<file path="src/hdl/gsbc_pkg.sv">
package gsbc_pkg;

  localparam int SUM_BITS     = 32;
  localparam int CFG_BITS     = 16;
  localparam int TALLY_BITS   = 16;
  localparam int AXES         = 3;
  localparam int AXIS_BITS    = 2;
  localparam int CFG_IDX_BITS = 1;

  typedef logic [AXIS_BITS-1:0] axis_t;

  localparam axis_t AXIS_X = 2'd0;
  localparam axis_t AXIS_Y = 2'd1;
  localparam axis_t AXIS_Z = 2'd2;

  localparam logic [CFG_IDX_BITS-1:0] REG_RANGE_LIMIT   = 1'b0;
  localparam logic [CFG_IDX_BITS-1:0] REG_WINDOW_LENGTH = 1'b1;

  localparam logic [CFG_BITS-1:0] RANGE_LIMIT_RST   = 16'd20;
  localparam logic [CFG_BITS-1:0] WINDOW_LENGTH_RST = 16'd1000;

  typedef enum logic [5:0] {
    S_IDLE   = 6'b000001,
    S_ACC    = 6'b000010,
    S_DECIDE = 6'b000100,
    S_LOAD   = 6'b001000,
    S_DIV    = 6'b010000,
    S_EMIT   = 6'b100000
  } state_t;

  typedef struct packed {
    logic  upd;
    logic  clear;
    axis_t axis;
  } acc_ctl_t;

endpackage

</file>
<file path="src/hdl/gsbc_ifs.sv">
interface gsbc_sample_if #(
  parameter int SAMPLE_BITS = 16
);
  logic                          valid;
  logic                          ready;
  logic signed [SAMPLE_BITS-1:0] rate_x;
  logic signed [SAMPLE_BITS-1:0] rate_y;
  logic signed [SAMPLE_BITS-1:0] rate_z;

  modport source (output valid, output rate_x, output rate_y, output rate_z, input ready);
  modport sink (input valid, input rate_x, input rate_y, input rate_z, output ready);
endinterface

interface gsbc_result_if #(
  parameter int BIAS_BITS = 20
);
  logic                        valid;
  logic                        ready;
  logic                        done_res;
  logic                        unstable;
  logic signed [BIAS_BITS-1:0] bias_x;
  logic signed [BIAS_BITS-1:0] bias_y;
  logic signed [BIAS_BITS-1:0] bias_z;

  modport source (output valid, output done_res, output unstable, output bias_x,
                  output bias_y, output bias_z, input ready);
  modport sink (input valid, input done_res, input unstable, input bias_x,
                input bias_y, input bias_z, output ready);
endinterface

interface gsbc_cfg_if;
  logic                                valid;
  logic                                ready;
  logic [gsbc_pkg::CFG_IDX_BITS-1:0] index;
  logic [gsbc_pkg::CFG_BITS-1:0]     data;

  modport source (output valid, output index, output data, input ready);
  modport sink (input valid, input index, input data, output ready);
endinterface

</file>
<file path="src/hdl/gsbc_axis.sv">
module gsbc_axis #(
  parameter int SAMPLE_BITS = 16
) (
  input  logic                            clk,
  input  gsbc_pkg::acc_ctl_t              ctl,
  input  logic signed [SAMPLE_BITS-1:0]   sample,
  input  logic [gsbc_pkg::CFG_BITS-1:0]   range_limit,
  output logic [gsbc_pkg::SUM_BITS-1:0]   sum_rd,
  output logic                            wide
);

  localparam int CW = (SAMPLE_BITS > gsbc_pkg::CFG_BITS) ? SAMPLE_BITS : gsbc_pkg::CFG_BITS;
  localparam logic signed [SAMPLE_BITS-1:0] S_MIN = {1'b1, {(SAMPLE_BITS-1){1'b0}}};
  localparam logic signed [SAMPLE_BITS-1:0] S_MAX = {1'b0, {(SAMPLE_BITS-1){1'b1}}};

  logic signed [SAMPLE_BITS-1:0]  mx [gsbc_pkg::AXES];
  logic signed [SAMPLE_BITS-1:0]  mn [gsbc_pkg::AXES];
  logic [gsbc_pkg::SUM_BITS-1:0]  acc [gsbc_pkg::AXES];

  logic signed [SAMPLE_BITS-1:0]  cur_mx;
  logic signed [SAMPLE_BITS-1:0]  cur_mn;
  logic signed [SAMPLE_BITS-1:0]  new_mx;
  logic signed [SAMPLE_BITS-1:0]  new_mn;
  logic [gsbc_pkg::SUM_BITS-1:0]  cur_sum;
  logic [gsbc_pkg::SUM_BITS-1:0]  new_sum;
  logic [SAMPLE_BITS-1:0]         spread;

  always_comb begin
    cur_mx  = ctl.clear ? S_MIN : mx[ctl.axis];
    cur_mn  = ctl.clear ? S_MAX : mn[ctl.axis];
    cur_sum = ctl.clear ? '0 : acc[ctl.axis];
    new_mx  = (sample > cur_mx) ? sample : cur_mx;
    new_mn  = (sample < cur_mn) ? sample : cur_mn;
    new_sum = cur_sum + {{(gsbc_pkg::SUM_BITS-SAMPLE_BITS){sample[SAMPLE_BITS-1]}}, sample};
    spread  = SAMPLE_BITS'(new_mx - new_mn);
    wide    = CW'(spread) > CW'(range_limit);
  end

  assign sum_rd = acc[ctl.axis];

  always_ff @(posedge clk) begin
    if (ctl.upd) begin
      mx[ctl.axis]  <= new_mx;
      mn[ctl.axis]  <= new_mn;
      acc[ctl.axis] <= new_sum;
    end
  end

endmodule

</file>
<file path="src/hdl/gsbc_div.sv">
module gsbc_div #(
  parameter int FRAC_BITS = 4,
  parameter int BIAS_BITS = 20
) (
  input  logic                              clk,
  input  logic                              rst,
  input  logic                              start,
  input  logic [gsbc_pkg::SUM_BITS-1:0]     dividend,
  input  logic [gsbc_pkg::TALLY_BITS-1:0]   divisor,
  output logic                              done,
  output logic signed [BIAS_BITS-1:0]       quotient
);

  localparam int DIV_W = gsbc_pkg::SUM_BITS + FRAC_BITS;
  localparam int CNT_W = $clog2(DIV_W + 1);
  localparam int TB    = gsbc_pkg::TALLY_BITS;
  localparam logic [DIV_W-1:0] LIM = DIV_W'(1) << (BIAS_BITS - 1);

  logic                          busy;
  logic [CNT_W-1:0]              cnt;
  logic                          neg;
  logic [TB-1:0]                 rem;
  logic [DIV_W-1:0]              quo;
  logic [gsbc_pkg::SUM_BITS-1:0] mag;
  logic [TB:0]                   trial;
  logic [TB:0]                   diff;
  logic                          fits;

  always_comb begin
    mag   = dividend[gsbc_pkg::SUM_BITS-1] ? (gsbc_pkg::SUM_BITS'(0) - dividend) : dividend;
    trial = {rem, quo[DIV_W-1]};
    fits  = trial >= {1'b0, divisor};
    diff  = trial - {1'b0, divisor};
  end

  always_ff @(posedge clk) begin
    if (rst) begin
      busy <= 1'b0;
      done <= 1'b0;
      cnt  <= '0;
    end else begin
      done <= busy && !start && (cnt == CNT_W'(1));
      if (start) begin
        busy <= 1'b1;
        cnt  <= CNT_W'(DIV_W);
      end else if (busy) begin
        cnt <= cnt - 1'b1;
        if (cnt == CNT_W'(1)) begin
          busy <= 1'b0;
        end
      end
    end
  end

  always_ff @(posedge clk) begin
    if (start) begin
      neg <= dividend[gsbc_pkg::SUM_BITS-1];
      rem <= '0;
      quo <= DIV_W'(mag) << FRAC_BITS;
    end else if (busy) begin
      rem <= fits ? diff[TB-1:0] : trial[TB-1:0];
      quo <= {quo[DIV_W-2:0], fits};
    end
  end

  // Results beyond the signed field saturate.
  always_comb begin
    if (neg) begin
      if (quo > LIM) begin
        quotient = $signed({1'b1, {(BIAS_BITS-1){1'b0}}});
      end else begin
        quotient = $signed(BIAS_BITS'(0) - quo[BIAS_BITS-1:0]);
      end
    end else begin
      if (quo >= LIM) begin
        quotient = $signed({1'b0, {(BIAS_BITS-1){1'b1}}});
      end else begin
        quotient = $signed(quo[BIAS_BITS-1:0]);
      end
    end
  end

endmodule

</file>
<file path="src/hdl/gyro_stationary_bias_calibration_unit.sv">
// Channel   Role    Word
// samples   sink    rate_x, rate_y, rate_z
// results   source  done_res, unstable, bias_x, bias_y, bias_z
// cfg       sink    index, data (0: range_limit, 1: window_length)
//
// A sample that does not close a window passes S_ACC, S_DECIDE and S_EMIT before the next
// ready. A sample that closes a window also passes S_LOAD and S_DIV once per axis, since one
// serial divider produces one quotient bit per cycle and serves the three axes in turn.
// The three axis updates share one accumulate and compare unit, one axis per cycle.
// Reset is synchronous; the first sample after reset opens a new window.
// A new sample is taken while the previous result still waits in the output register.
module gyro_stationary_bias_calibration_unit #(
  parameter int SAMPLE_BITS = 16,
  parameter int FRAC_BITS   = 4
) (
  input logic           clk,
  input logic           rst,
  gsbc_sample_if.sink   samples,
  gsbc_result_if.source results,
  gsbc_cfg_if.sink      cfg
);

  localparam int BIAS_BITS = SAMPLE_BITS + FRAC_BITS;
  localparam int TB        = gsbc_pkg::TALLY_BITS;

  gsbc_pkg::state_t              state;
  gsbc_pkg::state_t              state_next;
  gsbc_pkg::axis_t               ax;
  gsbc_pkg::acc_ctl_t            ctl;

  logic [gsbc_pkg::CFG_BITS-1:0] range_limit;
  logic [gsbc_pkg::CFG_BITS-1:0] window_length;
  logic [TB-1:0]                 tally;
  logic [TB-1:0]                 tally_inc;
  logic [TB-1:0]                 limit_len;
  logic                          win_full;
  logic                          wide;
  logic                          clear_win;
  logic                          win_done;

  logic signed [SAMPLE_BITS-1:0] sx;
  logic signed [SAMPLE_BITS-1:0] sy;
  logic signed [SAMPLE_BITS-1:0] sz;
  logic signed [SAMPLE_BITS-1:0] sample_sel;
  logic signed [BIAS_BITS-1:0]   bias [gsbc_pkg::AXES];

  logic [gsbc_pkg::SUM_BITS-1:0] sum_rd;
  logic                          acc_wide;
  logic                          div_done;
  logic signed [BIAS_BITS-1:0]   div_q;

  logic                          out_valid;
  logic                          out_done;
  logic                          out_unstable;
  logic signed [BIAS_BITS-1:0]   out_bx;
  logic signed [BIAS_BITS-1:0]   out_by;
  logic signed [BIAS_BITS-1:0]   out_bz;

  assign samples.ready    = (state == gsbc_pkg::S_IDLE);
  assign cfg.ready        = 1'b1;
  assign results.valid    = out_valid;
  assign results.done_res = out_done;
  assign results.unstable = out_unstable;
  assign results.bias_x   = out_bx;
  assign results.bias_y   = out_by;
  assign results.bias_z   = out_bz;

  always_comb begin
    case (ax)
      gsbc_pkg::AXIS_X: sample_sel = sx;
      gsbc_pkg::AXIS_Y: sample_sel = sy;
      default:          sample_sel = sz;
    endcase
    ctl.upd   = (state == gsbc_pkg::S_ACC);
    ctl.clear = clear_win;
    ctl.axis  = ax;
    tally_inc = tally + 1'b1;
    limit_len = (window_length == '0) ? TB'(1) : TB'(window_length);
    win_full  = tally_inc >= limit_len;
  end

  gsbc_axis #(
    .SAMPLE_BITS(SAMPLE_BITS)
  ) u_axis (
    .clk        (clk),
    .ctl        (ctl),
    .sample     (sample_sel),
    .range_limit(range_limit),
    .sum_rd     (sum_rd),
    .wide       (acc_wide)
  );

  gsbc_div #(
    .FRAC_BITS(FRAC_BITS),
    .BIAS_BITS(BIAS_BITS)
  ) u_div (
    .clk     (clk),
    .rst     (rst),
    .start   (state == gsbc_pkg::S_LOAD),
    .dividend(sum_rd),
    .divisor (tally),
    .done    (div_done),
    .quotient(div_q)
  );

  always_comb begin
    state_next = state;
    case (state)
      gsbc_pkg::S_IDLE: begin
        if (samples.valid) state_next = gsbc_pkg::S_ACC;
      end
      gsbc_pkg::S_ACC: begin
        if (ax == gsbc_pkg::AXIS_Z) state_next = gsbc_pkg::S_DECIDE;
      end
      gsbc_pkg::S_DECIDE: begin
        state_next = (!wide && win_full) ? gsbc_pkg::S_LOAD : gsbc_pkg::S_EMIT;
      end
      gsbc_pkg::S_LOAD: begin
        state_next = gsbc_pkg::S_DIV;
      end
      gsbc_pkg::S_DIV: begin
        if (div_done) begin
          state_next = (ax == gsbc_pkg::AXIS_Z) ? gsbc_pkg::S_EMIT : gsbc_pkg::S_LOAD;
        end
      end
      gsbc_pkg::S_EMIT: begin
        if (!out_valid || results.ready) state_next = gsbc_pkg::S_IDLE;
      end
      default: begin
        state_next = gsbc_pkg::S_IDLE;
      end
    endcase
  end

  always_ff @(posedge clk) begin
    if (rst) begin
      state         <= gsbc_pkg::S_IDLE;
      ax            <= gsbc_pkg::AXIS_X;
      tally         <= '0;
      wide          <= 1'b0;
      clear_win     <= 1'b0;
      win_done      <= 1'b0;
      out_valid     <= 1'b0;
      range_limit   <= gsbc_pkg::RANGE_LIMIT_RST;
      window_length <= gsbc_pkg::WINDOW_LENGTH_RST;
    end else begin
      state <= state_next;
      if (cfg.valid) begin
        case (cfg.index)
          gsbc_pkg::REG_RANGE_LIMIT:   range_limit   <= cfg.data;
          gsbc_pkg::REG_WINDOW_LENGTH: window_length <= cfg.data;
          default: ;
        endcase
      end
      if (state == gsbc_pkg::S_EMIT && (!out_valid || results.ready)) begin
        out_valid <= 1'b1;
      end else if (out_valid && results.ready) begin
        out_valid <= 1'b0;
      end
      case (state)
        gsbc_pkg::S_IDLE: begin
          if (samples.valid) begin
            ax        <= gsbc_pkg::AXIS_X;
            wide      <= 1'b0;
            clear_win <= (tally == '0);
            win_done  <= 1'b0;
          end
        end
        gsbc_pkg::S_ACC: begin
          wide <= wide | acc_wide;
          ax   <= (ax == gsbc_pkg::AXIS_Z) ? gsbc_pkg::AXIS_X : gsbc_pkg::axis_t'(ax + 1'b1);
        end
        gsbc_pkg::S_DECIDE: begin
          tally    <= wide ? '0 : tally_inc;
          win_done <= !wide && win_full;
        end
        gsbc_pkg::S_DIV: begin
          if (div_done) begin
            ax <= (ax == gsbc_pkg::AXIS_Z) ? gsbc_pkg::AXIS_X : gsbc_pkg::axis_t'(ax + 1'b1);
            if (ax == gsbc_pkg::AXIS_Z) tally <= '0;
          end
        end
        default: ;
      endcase
    end
  end

  always_ff @(posedge clk) begin
    if (samples.valid && samples.ready) begin
      sx <= samples.rate_x;
      sy <= samples.rate_y;
      sz <= samples.rate_z;
    end
    if (state == gsbc_pkg::S_DIV && div_done) begin
      bias[ax] <= div_q;
    end
    if (state == gsbc_pkg::S_EMIT && (!out_valid || results.ready)) begin
      out_done     <= win_done;
      out_unstable <= wide;
      out_bx       <= win_done ? bias[gsbc_pkg::AXIS_X] : '0;
      out_by       <= win_done ? bias[gsbc_pkg::AXIS_Y] : '0;
      out_bz       <= win_done ? bias[gsbc_pkg::AXIS_Z] : '0;
    end
  end

endmodule

</file>
<file path="src/flat_wrapper.sv">
// flat-port wrapper written by rule: the top's interface ports become plain ports
module gyro_stationary_bias_calibration_unit_flat 
#(
  parameter int SAMPLE_BITS = 16,
  parameter int FRAC_BITS   = 4
)
  (clk, rst, samples_valid, samples_rate_x, samples_rate_y, samples_rate_z, samples_ready, results_valid, results_done_res, results_unstable, results_bias_x, results_bias_y, results_bias_z, results_ready, cfg_valid, cfg_index, cfg_data, cfg_ready);
  gsbc_sample_if #(.SAMPLE_BITS(SAMPLE_BITS)) samples_i ();
  gsbc_result_if #(.BIAS_BITS(20)) results_i ();
  gsbc_cfg_if cfg_i ();
  input logic clk;
  input logic rst;
  input wire logic [$bits(samples_i.valid)-1:0] samples_valid;
  input wire logic [$bits(samples_i.rate_x)-1:0] samples_rate_x;
  input wire logic [$bits(samples_i.rate_y)-1:0] samples_rate_y;
  input wire logic [$bits(samples_i.rate_z)-1:0] samples_rate_z;
  output wire logic [$bits(samples_i.ready)-1:0] samples_ready;
  output wire logic [$bits(results_i.valid)-1:0] results_valid;
  output wire logic [$bits(results_i.done_res)-1:0] results_done_res;
  output wire logic [$bits(results_i.unstable)-1:0] results_unstable;
  output wire logic [$bits(results_i.bias_x)-1:0] results_bias_x;
  output wire logic [$bits(results_i.bias_y)-1:0] results_bias_y;
  output wire logic [$bits(results_i.bias_z)-1:0] results_bias_z;
  input wire logic [$bits(results_i.ready)-1:0] results_ready;
  input wire logic [$bits(cfg_i.valid)-1:0] cfg_valid;
  input wire logic [$bits(cfg_i.index)-1:0] cfg_index;
  input wire logic [$bits(cfg_i.data)-1:0] cfg_data;
  output wire logic [$bits(cfg_i.ready)-1:0] cfg_ready;
  assign samples_i.valid = samples_valid;
  assign samples_i.rate_x = samples_rate_x;
  assign samples_i.rate_y = samples_rate_y;
  assign samples_i.rate_z = samples_rate_z;
  assign samples_ready = samples_i.ready;
  assign results_valid = results_i.valid;
  assign results_done_res = results_i.done_res;
  assign results_unstable = results_i.unstable;
  assign results_bias_x = results_i.bias_x;
  assign results_bias_y = results_i.bias_y;
  assign results_bias_z = results_i.bias_z;
  assign results_i.ready = results_ready;
  assign cfg_i.valid = cfg_valid;
  assign cfg_i.index = cfg_index;
  assign cfg_i.data = cfg_data;
  assign cfg_ready = cfg_i.ready;
  gyro_stationary_bias_calibration_unit #(.SAMPLE_BITS(SAMPLE_BITS), .FRAC_BITS(FRAC_BITS)) u_core (.clk(clk), .rst(rst), .samples(samples_i), .results(results_i), .cfg(cfg_i));
endmodule
</file>
<file path="config.mk">
export PLATFORM = sky130hd
export DESIGN_NAME = gyro_stationary_bias_calibration_unit_flat
export DESIGN_NICKNAME = d
export VERILOG_FILES = /design/src/hdl/gsbc_pkg.sv /design/src/hdl/gsbc_ifs.sv /design/src/hdl/gsbc_axis.sv /design/src/hdl/gsbc_div.sv /design/src/hdl/gyro_stationary_bias_calibration_unit.sv /design/src/flat_wrapper.sv
export SDC_FILE = /design/constraint.sdc
export NUM_CORES = 1
export LEC_CHECK = 0
export BUFFER_PORTS_ARGS = -buffer_cell sky130_fd_sc_hd__buf_4
export CELL_PAD_IN_SITES_DETAIL_PLACEMENT = 1
export CELL_PAD_IN_SITES_GLOBAL_PLACEMENT = 1
export CORE_MARGIN = 2
export CORE_UTILIZATION = 54
export CTS_CLUSTER_SIZE = 14
export DETAILED_ROUTE_END_ITERATION = 6
export GPL_TIMING_DRIVEN = 0
export MAX_ROUTING_LAYER = met4
export PLACE_DENSITY_LB_ADDON = 0.25
export SYNTH_ARGS = -nofsm -noshare
export SYNTH_HDL_FRONTEND = slang
export SYNTH_HIERARCHICAL = 1
export SYNTH_SLANG_ARGS = --single-unit
</file>
<file path="constraint.sdc">
create_clock -name clk -period 19 [get_ports clk]
set_clock_uncertainty 0.2 [all_clocks]
set_input_delay 0.95 -clock clk [delete_from_list [all_inputs] [get_ports clk]]
set_output_delay 0.95 -clock clk [all_outputs]
set_load 0.05 [all_outputs]
</file>
==> impl_metrics.py <==
metrics = {
    "synth": {
        "ys_seq_area_frac": 0.542,
        "async_flop_share": 0,
        "ys_warn_count": 6,
        "syn_area_per_cell_um2": 11.0,
        "yosys-top-cells-count": "395 x edfxtp_1, 250 x nand2_1, 164 x o21ai_0, 135 x nor2_1, 130 x ha_1",
        "synth_cells": 2279,
        "synth.most_common_cell": "edfxtp_1",
        "ys_ff_latch": 483,
        "ys.flop_type": "edfxtp_1",
        "ys_types": 104,
        "synth_nets": 2482,
        "synth-edff-count": 395,
        "synth_top_area_share": 0.472,
        "synth_area_leaders": "edfxtp_1 47%, dfxtp_1 7.0%, ha_1 6.5%",
        "yosys.area.top_type": "edfxtp_1",
        "netlist_area_um2": 25100,
    },
    "place": {
        "pre_cts_ws_ps": 8600,
        "place.gp.congestion": 0.906,
        "place.detailed.hpwl_um": 51200,
        "io_buffers": 133,
    },
    "global_routing": {
        "grt_overflow": 0,
        "grt_util_met2": 0.524,
        "grt_pass1_wl_um": 112000,
        "grt_busiest_layer": "met2",
        "use_met1": 0.372,
        "antenna_found_initial": 2,
        "grt_pass1_vias": 20100,
        "grt_usage": 0.307,
        "grt.met3_usage": 0.0421,
        "grt_max_degree": 52,
    },
    "cells_and_area": {
        "fin_nets": 2685,
        "nFillCells": 4818,
        "area_delta_synth_final_pct": 15.5,
        "drive_above_1_share": 0.128,
    },
    "floorplan": {
        "start_util": 0.544,
        "floorplan.rows": 79,
        "die_h_um": 220,
        "die_w_um": 220,
        "io-pin-count": 135,
        "core_um2": 46300,
        "die-area_um2": 48300,
    },
    "critical_path": {
        "crit_slowest_cell": "o21ai_0",
        "r2r_start": "u_core/ax[1]",
        "path_class": "reg -> reg",
        "worst_ep_required_time_ps": 19280,
        "slowest_delay_ps": 770,
        "startpoint_type": "flop",
        "endpoint": "u_core/wide",
        "cp_data_arrival_time_ps": 11030,
        "r2r_end": "u_core/wide",
        "endpoint_kind": "flop",
        "ff2ff_setup_slack_ps": 8240,
        "cp_max_fo": 10,
        "rr_worst_depth": 36,
        "cp-startpoint": "u_core/ax[1]",
    },
    "detailed_routing": {
        "drc_errors": 0,
        "antenna_left": 0,
        "vias": 19100,
        "drt_pass1_iterations": 7,
        "vias_per_cell": 6.08,
        "wl_per_cell_um": 22.9,
        "drt_wl_total_um": 71900,
        "drt_iter0_markers": 1568,
    },
    "cts": {
        "cts_root_buf": "clkbuf_16",
        "clk_latency_ps": 620,
        "cts_htree_levels": 2,
        "clock_sinks": 483,
        "ctsResizeCount": 0,
        "post-cts-setup-buffers": 0,
        "cts-buffers-inserted": 52,
        "cts_tree": "built",
        "clk_pin_slew_ps": 60,
        "clock_path_buffers": 3,
        "cts_hold_buffers": 0,
    },
    "timing": {
        "worst_pin_slew_ps": 1260,
        "fmax_mhz": 93.0,
        "slew_violations": 0,
        "fin_ws_ps": 8240,
        "period_needed_ps": 10760,
        "post-route-period-util": 0.566,
        "setup_tns_ps": 0,
        "rsz0062_at_grt": "false",
        "setup_violations": 0,
        "hold_viol": 0,
        "slew_headroom": 0.153,
    },
    "power": {
        "finalPower_mw": 3.54,
        "powerDensity_nw_per_um2": 122,
        "peakVddDrop_mv": 0.0949,
        "leakage_nw": 10.6,
    },
    "run_status": {
        "status": "complete, no violations",
    },
    "hold_path": {
        "hp-start": "u_core/window_length[0]",
        "hold_class": "reg -> reg",
    },
    "flow_run": {
        "cap_violations": 0,
    },
}
==> how the worst min path moves through the flow <==
stage | end | slack [ps] | cells past startpoint
final | u_core/window_length[0] | 260 | 2
after global routing | u_core/range_limit[15] | 290 | 2
after CTS | u_core/window_length[0] | 260 | 2
after detailed placement | u_core/window_length[0] | 250 | 2
after global placement | u_core/u_div/rem[15] | 240 | 2
after floorplan | u_core/u_div/rem[15] | 230 | 2
==> cell type report <==
| cell class | instances | area [um2] | area share |
|---|---|---|---|
| repair buffers | 149 | 1230 | 0.0424 |
| flip-flops and latches | 483 | 13600 | 0.469 |
| clock inverters | 33 | 445 | 0.0153 |
| multi-input cells | 1577 | 10700 | 0.368 |
| clock buffers | 65 | 1420 | 0.0489 |
| inverters | 116 | 435 | 0.0150 |
| well taps | 607 | 759 | 0.0261 |
| diodes | 2 | 5.00 | 0.000172 |
| plain buffers | 103 | 447 | 0.0154 |
==> through the flow <==
step | instance area, um2 | instances | utilization | hold WS, ps
6_report | 29000 | 3135 | 0.628 | 259
5_1_grt | 29000 | 3134 | 0.628 | 285
3_3_place_gp | 26900 | 3019 | 0.582 | 245
4_1_cts | 29000 | 3133 | 0.628 | 262
2_1_floorplan | 25100 | 2279 | - | 227
3_5_place_dp | 27200 | 3035 | 0.587 | 254
==> critical path, delay by kind of cell (launching register included) <==
family          cells  cell delay [ps]
compound gates     19             4700
simple gates        4              300
xor+xnor            1              210
flops               1              390
fa+ha+maj           4             1330
buf+inv             8             3480
==> layer usage <==
| metal | vias up | wire length (um) |
|---|---|---|
| li1 | 8747 | - |
| met5 | - | 0 |
| met3 | 173 | 3430 |
| met1 | 9569 | 29800 |
| met4 | 0 | 2360 |
| met2 | 575 | 36200 |
==> where the power goes <==
part / switching, mW / internal [mW]
logic: 0.726 / 0.432
registers: 0.0219 / 1.25
clock network: 0.434 / 0.669
==> state kept, by name, summed over array words and instances, names as in the netlist, 20 cells and up <==
signal and count:
u_core/bias 60, u_core/u_div/quo 36, u_core/results.bias_y 20, u_core/u_axis/mx 48
u_core/u_axis/mn 48, u_core/u_axis/acc 96, u_core/results.bias_x 20, u_core/results.bias_z 20
==> kinds of logic after synthesis <==
group	synth area share
AOI/OAI and AO/OA	0.128
xor gates and xnor gates	0.0365
adders and majority gates	0.0675
buffers and inverters	0.0351
DFF	0.542
muxes	0.0487
other	0.000149
and+or+nand+nor	0.142
==> layout by cell type, fill, tap and decap left out, types with 32 or more instances in the layout <==
master and count:
xor2_1 47, xnor2_1 56, nand2_1 250, nand3_1 32
a21oi_1 119, o21ai_0 162, and2_1 109, nor3_1 37
clkbuf_16 53, clkbuf_1 80, buf_4 136, inv_1 112
mux2i_1 83, dfxtp_1 88, nor2_1 134, edfxtp_1 395
ha_1 130
(Power assumes the default switching activity.)
